## src/hw/rtl/bdfr_pkg.sv

```systemverilog
package bdfr_pkg;

    // Reset values of the configuration registers
    localparam logic [7:0] FLAG_RESET  = 8'h7E;
    localparam logic [7:0] START_RESET = 8'h80;

    // Register indexes on the configuration port (paddr[2])
    localparam logic REG_FLAG  = 1'b0;
    localparam logic REG_START = 1'b1;

    // Destuffing: a zero after exactly this many ones is dropped
    localparam logic [2:0] STUFF_RUN = 3'd5;
    localparam logic [2:0] ONES_MAX  = 3'd6;

    // Bit queue between front and back
    localparam int BITQ_DEPTH = 4;
    localparam int BITQ_AW    = $clog2(BITQ_DEPTH);
    localparam int BITQ_CW    = $clog2(BITQ_DEPTH + 1);

    // Result queue at the output
    localparam int OUTQ_DEPTH = 2;
    localparam int OUTQ_AW    = $clog2(OUTQ_DEPTH);
    localparam int OUTQ_CW    = $clog2(OUTQ_DEPTH + 1);

    typedef enum logic [1:0] {
        MODE_HUNT     = 2'd0,
        MODE_GOT_FLAG = 2'd1,
        MODE_FRAME    = 2'd2
    } mode_t;

    typedef enum logic [1:0] {
        EV_FLAG  = 2'd0,
        EV_START = 2'd1,
        EV_DATA  = 2'd2,
        EV_END   = 2'd3
    } event_t;

    // One kept line bit travelling towards the deframer
    typedef struct packed {
        logic valid;
        logic value;
    } bit_item_t;

endpackage

```

## src/hw/rtl/bdfr_front.sv

```systemverilog
module bdfr_front (
    input  logic                clk,
    input  logic                rst_n,
    input  logic                accept,
    input  logic                line_bit,
    output bdfr_pkg::bit_item_t kept
);

    logic [2:0] ones_run_reg;
    logic [2:0] ones_run_next;
    logic       stuffed;

    // Classify the incoming bit: drop a zero after exactly the stuff run
    assign stuffed = !line_bit && (ones_run_reg == bdfr_pkg::STUFF_RUN);

    always_comb
    begin
        ones_run_next = ones_run_reg;
        if (accept)
        begin
            if (line_bit)
            begin
                if (ones_run_reg < bdfr_pkg::ONES_MAX)
                begin
                    ones_run_next = ones_run_reg + 3'd1;
                end
            end
            else
            begin
                ones_run_next = 3'd0;
            end
        end
    end

    always_ff @(posedge clk or negedge rst_n)
    begin
        if (!rst_n)
        begin
            ones_run_reg <= 3'd0;
        end
        else
        begin
            ones_run_reg <= ones_run_next;
        end
    end

    // Pass every non-stuffed bit on to the bit queue
    assign kept.valid = accept && !stuffed;
    assign kept.value = line_bit;

endmodule

```

## src/hw/rtl/bdfr_bitq.sv

```systemverilog
module bdfr_bitq (
    input  logic                clk,
    input  logic                rst_n,
    input  bdfr_pkg::bit_item_t wr,
    output logic                full,
    output bdfr_pkg::bit_item_t rd,
    input  logic                rd_pop
);

    logic [bdfr_pkg::BITQ_DEPTH-1:0] bits_reg;
    logic [bdfr_pkg::BITQ_AW-1:0]    wr_ptr_reg;
    logic [bdfr_pkg::BITQ_AW-1:0]    rd_ptr_reg;
    logic [bdfr_pkg::BITQ_CW-1:0]    count_reg;
    logic [bdfr_pkg::BITQ_CW-1:0]    count_next;
    logic                            do_wr;
    logic                            do_rd;

    assign full  = (count_reg == bdfr_pkg::BITQ_CW'(bdfr_pkg::BITQ_DEPTH));
    assign do_wr = wr.valid && !full;
    assign do_rd = rd_pop && (count_reg != '0);

    assign rd.valid = (count_reg != '0);
    assign rd.value = bits_reg[rd_ptr_reg];

    always_comb
    begin
        count_next = count_reg;
        if (do_wr && !do_rd)
        begin
            count_next = count_reg + bdfr_pkg::BITQ_CW'(1);
        end
        else if (do_rd && !do_wr)
        begin
            count_next = count_reg - bdfr_pkg::BITQ_CW'(1);
        end
    end

    // Advance pointers and count
    always_ff @(posedge clk or negedge rst_n)
    begin
        if (!rst_n)
        begin
            wr_ptr_reg <= '0;
            rd_ptr_reg <= '0;
            count_reg  <= '0;
        end
        else
        begin
            count_reg <= count_next;
            if (do_wr)
            begin
                wr_ptr_reg <= wr_ptr_reg + bdfr_pkg::BITQ_AW'(1);
            end
            if (do_rd)
            begin
                rd_ptr_reg <= rd_ptr_reg + bdfr_pkg::BITQ_AW'(1);
            end
        end
    end

    // Hold the bit payload
    always_ff @(posedge clk)
    begin
        if (do_wr)
        begin
            bits_reg[wr_ptr_reg] <= wr.value;
        end
    end

endmodule

```

## src/hw/rtl/bdfr_back.sv

```systemverilog
module bdfr_back (
    input  logic                clk,
    input  logic                rst_n,
    input  logic [7:0]          flag_pattern,
    input  logic [7:0]          start_pattern,
    input  bdfr_pkg::bit_item_t bq,
    output logic                bq_pop,
    input  logic                pop,
    output logic                empty,
    output logic [1:0]          event_res,
    output logic [7:0]          data_byte
);

    logic [7:0]            shift_reg;
    logic [7:0]            shift_next;
    bdfr_pkg::mode_t       mode_reg;
    bdfr_pkg::mode_t       mode_next;
    logic [2:0]            bit_count_reg;
    logic [2:0]            bit_count_next;
    logic                  aligned;
    logic                  take;
    logic                  res_valid;
    bdfr_pkg::event_t      res_ev;

    bdfr_pkg::event_t              oq_ev_reg   [bdfr_pkg::OUTQ_DEPTH];
    logic [7:0]                    oq_data_reg [bdfr_pkg::OUTQ_DEPTH];
    logic [bdfr_pkg::OUTQ_AW-1:0]  oq_wr_ptr_reg;
    logic [bdfr_pkg::OUTQ_AW-1:0]  oq_rd_ptr_reg;
    logic [bdfr_pkg::OUTQ_CW-1:0]  oq_count_reg;
    logic [bdfr_pkg::OUTQ_CW-1:0]  oq_count_next;
    logic                          oq_full;
    logic                          oq_push;
    logic                          oq_pop;

    // Take a bit when the result queue has room or is being drained
    assign oq_full = (oq_count_reg == bdfr_pkg::OUTQ_CW'(bdfr_pkg::OUTQ_DEPTH));
    assign oq_pop  = pop && !empty;
    assign take    = bq.valid && (!oq_full || oq_pop);
    assign bq_pop  = take;

    assign shift_next = {shift_reg[6:0], bq.value};
    assign aligned    = (bit_count_reg == 3'd7);

    // Next state of the deframer
    always_comb
    begin
        mode_next      = mode_reg;
        bit_count_next = bit_count_reg;
        if (take)
        begin
            unique case (mode_reg)
                bdfr_pkg::MODE_GOT_FLAG:
                begin
                    bit_count_next = bit_count_reg + 3'd1;
                    if (aligned && (shift_next != flag_pattern))
                    begin
                        if (shift_next == start_pattern)
                        begin
                            mode_next = bdfr_pkg::MODE_FRAME;
                        end
                        else
                        begin
                            mode_next = bdfr_pkg::MODE_HUNT;
                        end
                    end
                end
                bdfr_pkg::MODE_FRAME:
                begin
                    bit_count_next = bit_count_reg + 3'd1;
                    if (aligned && (shift_next == flag_pattern))
                    begin
                        mode_next = bdfr_pkg::MODE_HUNT;
                    end
                end
                default:
                begin
                    if (shift_next == flag_pattern)
                    begin
                        bit_count_next = 3'd0;
                        mode_next      = bdfr_pkg::MODE_GOT_FLAG;
                    end
                end
            endcase
        end
    end

    // Results of the deframer
    always_comb
    begin
        res_valid = 1'b0;
        res_ev    = bdfr_pkg::EV_FLAG;
        if (take)
        begin
            unique case (mode_reg)
                bdfr_pkg::MODE_GOT_FLAG:
                begin
                    if (aligned && (shift_next != flag_pattern)
                        && (shift_next == start_pattern))
                    begin
                        res_valid = 1'b1;
                        res_ev    = bdfr_pkg::EV_START;
                    end
                end
                bdfr_pkg::MODE_FRAME:
                begin
                    if (aligned)
                    begin
                        res_valid = 1'b1;
                        res_ev    = (shift_next == flag_pattern) ? bdfr_pkg::EV_END
                                                                 : bdfr_pkg::EV_DATA;
                    end
                end
                default:
                begin
                    if (shift_next == flag_pattern)
                    begin
                        res_valid = 1'b1;
                        res_ev    = bdfr_pkg::EV_FLAG;
                    end
                end
            endcase
        end
    end

    always_ff @(posedge clk or negedge rst_n)
    begin
        if (!rst_n)
        begin
            shift_reg     <= 8'd0;
            mode_reg      <= bdfr_pkg::MODE_HUNT;
            bit_count_reg <= 3'd0;
        end
        else
        begin
            if (take)
            begin
                shift_reg <= shift_next;
            end
            mode_reg      <= mode_next;
            bit_count_reg <= bit_count_next;
        end
    end

    // Result queue bookkeeping
    assign oq_push = take && res_valid;

    always_comb
    begin
        oq_count_next = oq_count_reg;
        if (oq_push && !oq_pop)
        begin
            oq_count_next = oq_count_reg + bdfr_pkg::OUTQ_CW'(1);
        end
        else if (oq_pop && !oq_push)
        begin
            oq_count_next = oq_count_reg - bdfr_pkg::OUTQ_CW'(1);
        end
    end

    always_ff @(posedge clk or negedge rst_n)
    begin
        if (!rst_n)
        begin
            oq_wr_ptr_reg <= '0;
            oq_rd_ptr_reg <= '0;
            oq_count_reg  <= '0;
        end
        else
        begin
            oq_count_reg <= oq_count_next;
            if (oq_push)
            begin
                oq_wr_ptr_reg <= oq_wr_ptr_reg + bdfr_pkg::OUTQ_AW'(1);
            end
            if (oq_pop)
            begin
                oq_rd_ptr_reg <= oq_rd_ptr_reg + bdfr_pkg::OUTQ_AW'(1);
            end
        end
    end

    // Hold the result payload
    always_ff @(posedge clk)
    begin
        if (oq_push)
        begin
            oq_ev_reg[oq_wr_ptr_reg]   <= res_ev;
            oq_data_reg[oq_wr_ptr_reg] <= shift_next;
        end
    end

    assign empty     = (oq_count_reg == '0);
    assign event_res = oq_ev_reg[oq_rd_ptr_reg];
    assign data_byte = oq_data_reg[oq_rd_ptr_reg];

endmodule

```

## src/hw/rtl/bit_destuffing_frame_receiver.sv

```systemverilog
// A kept bit is registered in the bit queue; its result is registered in the result queue.
// Throughput: one line bit per cycle while the four-entry bit queue has room; the deframer takes
// one kept bit per cycle and stalls only while the two-entry result queue is full and not popped.
// Reset (rst_n low, asynchronous): queues empty, hunting for a flag, counters and shift
// register cleared, flag_pattern 0x7E and start_pattern 0x80.
module bit_destuffing_frame_receiver (
    input  logic        clk,
    input  logic        rst_n,
    // Line bit input
    input  logic        push,
    output logic        full,
    input  logic        line_bit,
    // Result output
    output logic        empty,
    input  logic        pop,
    output logic [1:0]  event_res,
    output logic [7:0]  data_byte,
    // Configuration port
    input  logic        psel,
    input  logic        penable,
    input  logic        pwrite,
    input  logic [2:0]  paddr,
    input  logic [31:0] pwdata,
    output logic [31:0] prdata,
    output logic        pready
);

    logic [7:0]          flag_pattern_reg;
    logic [7:0]          start_pattern_reg;
    logic                cfg_wr;
    logic                in_accept;
    logic                bq_full;
    logic                bq_pop;
    bdfr_pkg::bit_item_t kept;
    bdfr_pkg::bit_item_t bq_head;

    // Configuration registers
    assign pready = 1'b1;
    assign cfg_wr = psel && penable && pwrite && pready;

    always_ff @(posedge clk or negedge rst_n)
    begin
        if (!rst_n)
        begin
            flag_pattern_reg  <= bdfr_pkg::FLAG_RESET;
            start_pattern_reg <= bdfr_pkg::START_RESET;
        end
        else if (cfg_wr)
        begin
            unique case (paddr[2])
                bdfr_pkg::REG_FLAG:  flag_pattern_reg  <= pwdata[7:0];
                bdfr_pkg::REG_START: start_pattern_reg <= pwdata[7:0];
                default:             flag_pattern_reg  <= flag_pattern_reg;
            endcase
        end
    end

    always_comb
    begin
        unique case (paddr[2])
            bdfr_pkg::REG_FLAG:  prdata = {24'd0, flag_pattern_reg};
            bdfr_pkg::REG_START: prdata = {24'd0, start_pattern_reg};
            default:             prdata = 32'd0;
        endcase
    end

    // Accept line bits while the bit queue has room
    assign full      = bq_full;
    assign in_accept = push && !bq_full;

    bdfr_front u_front (
        .clk      (clk),
        .rst_n    (rst_n),
        .accept   (in_accept),
        .line_bit (line_bit),
        .kept     (kept)
    );

    bdfr_bitq u_bitq (
        .clk    (clk),
        .rst_n  (rst_n),
        .wr     (kept),
        .full   (bq_full),
        .rd     (bq_head),
        .rd_pop (bq_pop)
    );

    bdfr_back u_back (
        .clk           (clk),
        .rst_n         (rst_n),
        .flag_pattern  (flag_pattern_reg),
        .start_pattern (start_pattern_reg),
        .bq            (bq_head),
        .bq_pop        (bq_pop),
        .pop           (pop),
        .empty         (empty),
        .event_res     (event_res),
        .data_byte     (data_byte)
    );

endmodule

```

## config.mk

```make
export PLATFORM = sky130hd
export DESIGN_NAME = bit_destuffing_frame_receiver
export DESIGN_NICKNAME = d
export VERILOG_FILES = /design/src/hw/rtl/bdfr_pkg.sv /design/src/hw/rtl/bdfr_front.sv /design/src/hw/rtl/bdfr_bitq.sv /design/src/hw/rtl/bdfr_back.sv /design/src/hw/rtl/bit_destuffing_frame_receiver.sv
export SDC_FILE = /design/constraint.sdc
export NUM_CORES = 1
export LEC_CHECK = 0
export BUFFER_PORTS_ARGS = -buffer_cell sky130_fd_sc_hd__clkbuf_2
export CAP_MARGIN = 20
export CORE_MARGIN = 3
export CORE_UTILIZATION = 48
export DETAILED_ROUTE_END_ITERATION = 8
export PLACE_DENSITY_LB_ADDON = 0.2
export SETUP_SLACK_MARGIN = 0.02
export SYNTH_ARGS = -nofsm -noshare
export SYNTH_HDL_FRONTEND = slang
export SYNTH_SLANG_ARGS = --single-unit
```

## constraint.sdc

```tcl
create_clock -name clk -period 2.4 [get_ports clk]
set_clock_uncertainty 0.15 [all_clocks]
set_input_delay 0.12 -clock clk [delete_from_list [all_inputs] [get_ports clk]]
set_output_delay 0.12 -clock clk [all_outputs]
set_load 0.02 [all_outputs]
```

==> metrics.txt <==
Final Hold Viols 0; Required @ worst endpoint 2.52 ns; average vias per placed instance just under 5; reg2reg setup slack -0.03 ns; per-cell routed wire length around 14 um; Synth Instances 249; RR Startpoint u_bitq.rd_ptr_reg[0]; RePlAce Congestion around 0.75; synthesized area per cell 13.4 sq um; critical path startpoint category register; # clock sinks 66; initial core utilization 51.0%; Core ar. between 6000 and 7000 sq um; Post-Syn Area 3330 sq um; number of H-tree levels 3; crit path launch u_bitq.rd_ptr_reg[0]; minimum clock period after layout between 2 and 2.5 ns; clock-pin transition on the worst setup and hold timing paths 0.07 ns; worst-path maximum fanout 4; area share of the largest cell type after synthesis 26.3%; Root Buffer clkbuf_8; final setup violation count 12; top cells by count, synth mux2_2, dfrtp_1, buf_4, edfxtp_1, xor2_1; Clock Path Buffers 2; Synth Warn # 0; Die Y 89.3 um; Synth async-reset ratio 63.6%; Layout area overhead 19.9%; Largest register FFs 16; fin nets between 300 and 400; failing checks negative setup slack; maximum capacitance violations 0; clk_lat worst skew 0.34 ns; Critical Path Sink u_back.oq_count_reg[1]; post-synthesis sequential area ratio roughly 53%; IO Pins 88; number of cell rows 29; Slew @ Worst Pin 0.508 ns; status complete, but fails checks; Global Route Usage Sum 14.9%; layout cells sized above 1 41.2%; P per Cell Area around 1100 nW/um^2; Final WS setup -0.0271 ns; CTS Buf Count 9; number of synthesized flops with an enable pin 24; filler instances 546; Residual DRC 0; post-synth top area cell dfrtp_1; Post-DP HPWL 3890 um; Final period util 101%; die area ~8000 sq um; drt first pass iters 4; drt total wl 5490 um; FMAX 0.412 GHz; Lkg Pwr ~1.7 nW; Area contributors post-synth dfrtp_1, edfxtp_1, mux2_2; DRT iter0 DRCs 50; n_diodes 0; worst r2r dst u_back.oq_count_reg[1]; Unique masters post-synth 39; TritonCTS clock tree yes; initial antenna violation count 0; routed vias 1,951; Slew HR between 60% and 70%; vias in the first global route ~1.9k; RSZ-0062 raised after global routing true; Worst EP arrival 2.54 ns; worst setup path class register to register; first-pass GRT wire length 8830 um; peak supply drop 606 uV; largest net degree at the start of global routing 27; most common cell in the netlist mux2_2; Die X ~89 um; Slew Limit Fails 0; Congestion Overflow GR 0; Top FF cell, synth dfrtp_1; DRT antenna net count 0; hold crit path type primary input to register; Final Util 61.2%; minimum hold slack 0.0962 ns; R2R depth 9; #FFs+latches synth 66; Setup crit end kind register; IO Port Bufs 36
## kinds of logic (layout without fill, tap and decap cells)
logic type	Yosys count	in the layout	share of synthesized area [%]
compound gates	17	17	4.05
xor+xnor	27	27	7.32
fa+ha+maj	13	13	5.11
buf+inv	38	84	7.09
flops	66	66	53.4
mux	46	46	16.0
other cells	2	25	0.225
simple gates	40	40	6.83
## cell type report
type                            instances  area [sq um]  share of cell area, %
Sequential cell                        66          1780                   44.6
Multi-Input combinational cell        168          1480                   37.0
Timing Repair Buffer                   58           385                   9.65
Clock buffer                            9           124                   3.10
Tap cell                               77          96.3                   2.41
Clock inverter                          7          93.8                   2.35
Inverter                               10          37.5                  0.940
## routing by layer
layer | GRT usage (%) | part of all wire, % | vias up
met5 | 0 | 0 | -
met4 | 4.87 | 1.3 | 0
met3 | 6.08 | 5.5 | 8
met2 | 23.3 | 47 | 47
met1 | 19.0 | 46 | 942
li1 | - | - | 954
## report_power, final
| part | switching [mW] | internal [mW] | leakage (nW) |
|---|---|---|---|
| Combinational | 0.781 | 0.858 | 0.894 |
| Sequential | 0.373 | 1.54 | 0.714 |
| Clock | 0.423 | 0.582 | 0.105 |
| Total | 1.58 | 2.98 | 1.71 |
## timing repair
item                                    CTS  global route
setup buffers                             1             1
hold endpoints to repair                 40             0
pin swaps                                 3             3
gates resized for setup                   0            10
hold buffers                             11             0
endpoints found under the setup margin   22            23
## how the worst min path moves through the flow
stage | from | cells after the start | endpoint | slack, ns
2_1_floorplan | rst_n | 0 | flag_pattern_reg[0] | -0.33
3_3_place_gp | rst_n | 1 | u_front.ones_run_reg[1] | -0.07
3_5_place_dp | rst_n | 1 | u_front.ones_run_reg[1] | -0.07
4_1_cts | push | 5 | u_front.ones_run_reg[0] | 0.09
5_1_grt | rst_n | 2 | flag_pattern_reg[0] | 0.13
6_report | push | 5 | u_front.ones_run_reg[0] | 0.1
## per-stage QoR
step	std cells	instance area, sq um	worst slack, ns	total power, mW	TNS (ns)
floorplan	272	3440	0.0378	3.12	0
finish	395	4000	-0.0271	4.55	-0.186
global route	395	4000	-0.179	4.88	-3.35
global placement	366	3600	-0.115	3.48	-1.99
detailed placement	366	3600	-0.105	3.53	-1.52
CTS	394	3930	-0.126	4.58	-2.26
## worst max-delay path: stages, from the launching register on
cell,delay [ns]
dfrtp_1,0.37
mux4_2,0.57
xnor2_2,0.17
and3_4,0.20
a31oi_4,0.19
o21ai_4,0.11
ha_4,0.17
xor2_1,0.13
nor2_1,0.14
xor2_1,0.15
## layout by cell type (no fill, tap or decap), drive strengths merged, types with 3 or more instances in the layout
cell type | synthesis | layout
clkbuf | 2 | 45
mux2 | 44 | 44
dfrtp | 35 | 35
conb | 2 | 25
edfxtp | 24 | 24
xor2 | 14 | 14
xnor2 | 13 | 13
ha | 12 | 12
dlygate4sd3 | 0 | 11
buf | 26 | 11
inv | 10 | 10
nand2 | 10 | 10
dfstp | 7 | 7
o21ai | 6 | 6
nor2 | 5 | 5
and2 | 5 | 5
nor3 | 4 | 4
a21oi | 4 | 4
nand4 | 3 | 3
clkinv | 0 | 3
a31oi | 3 | 3
No activity file was read; power rests on OpenSTA's default activity.
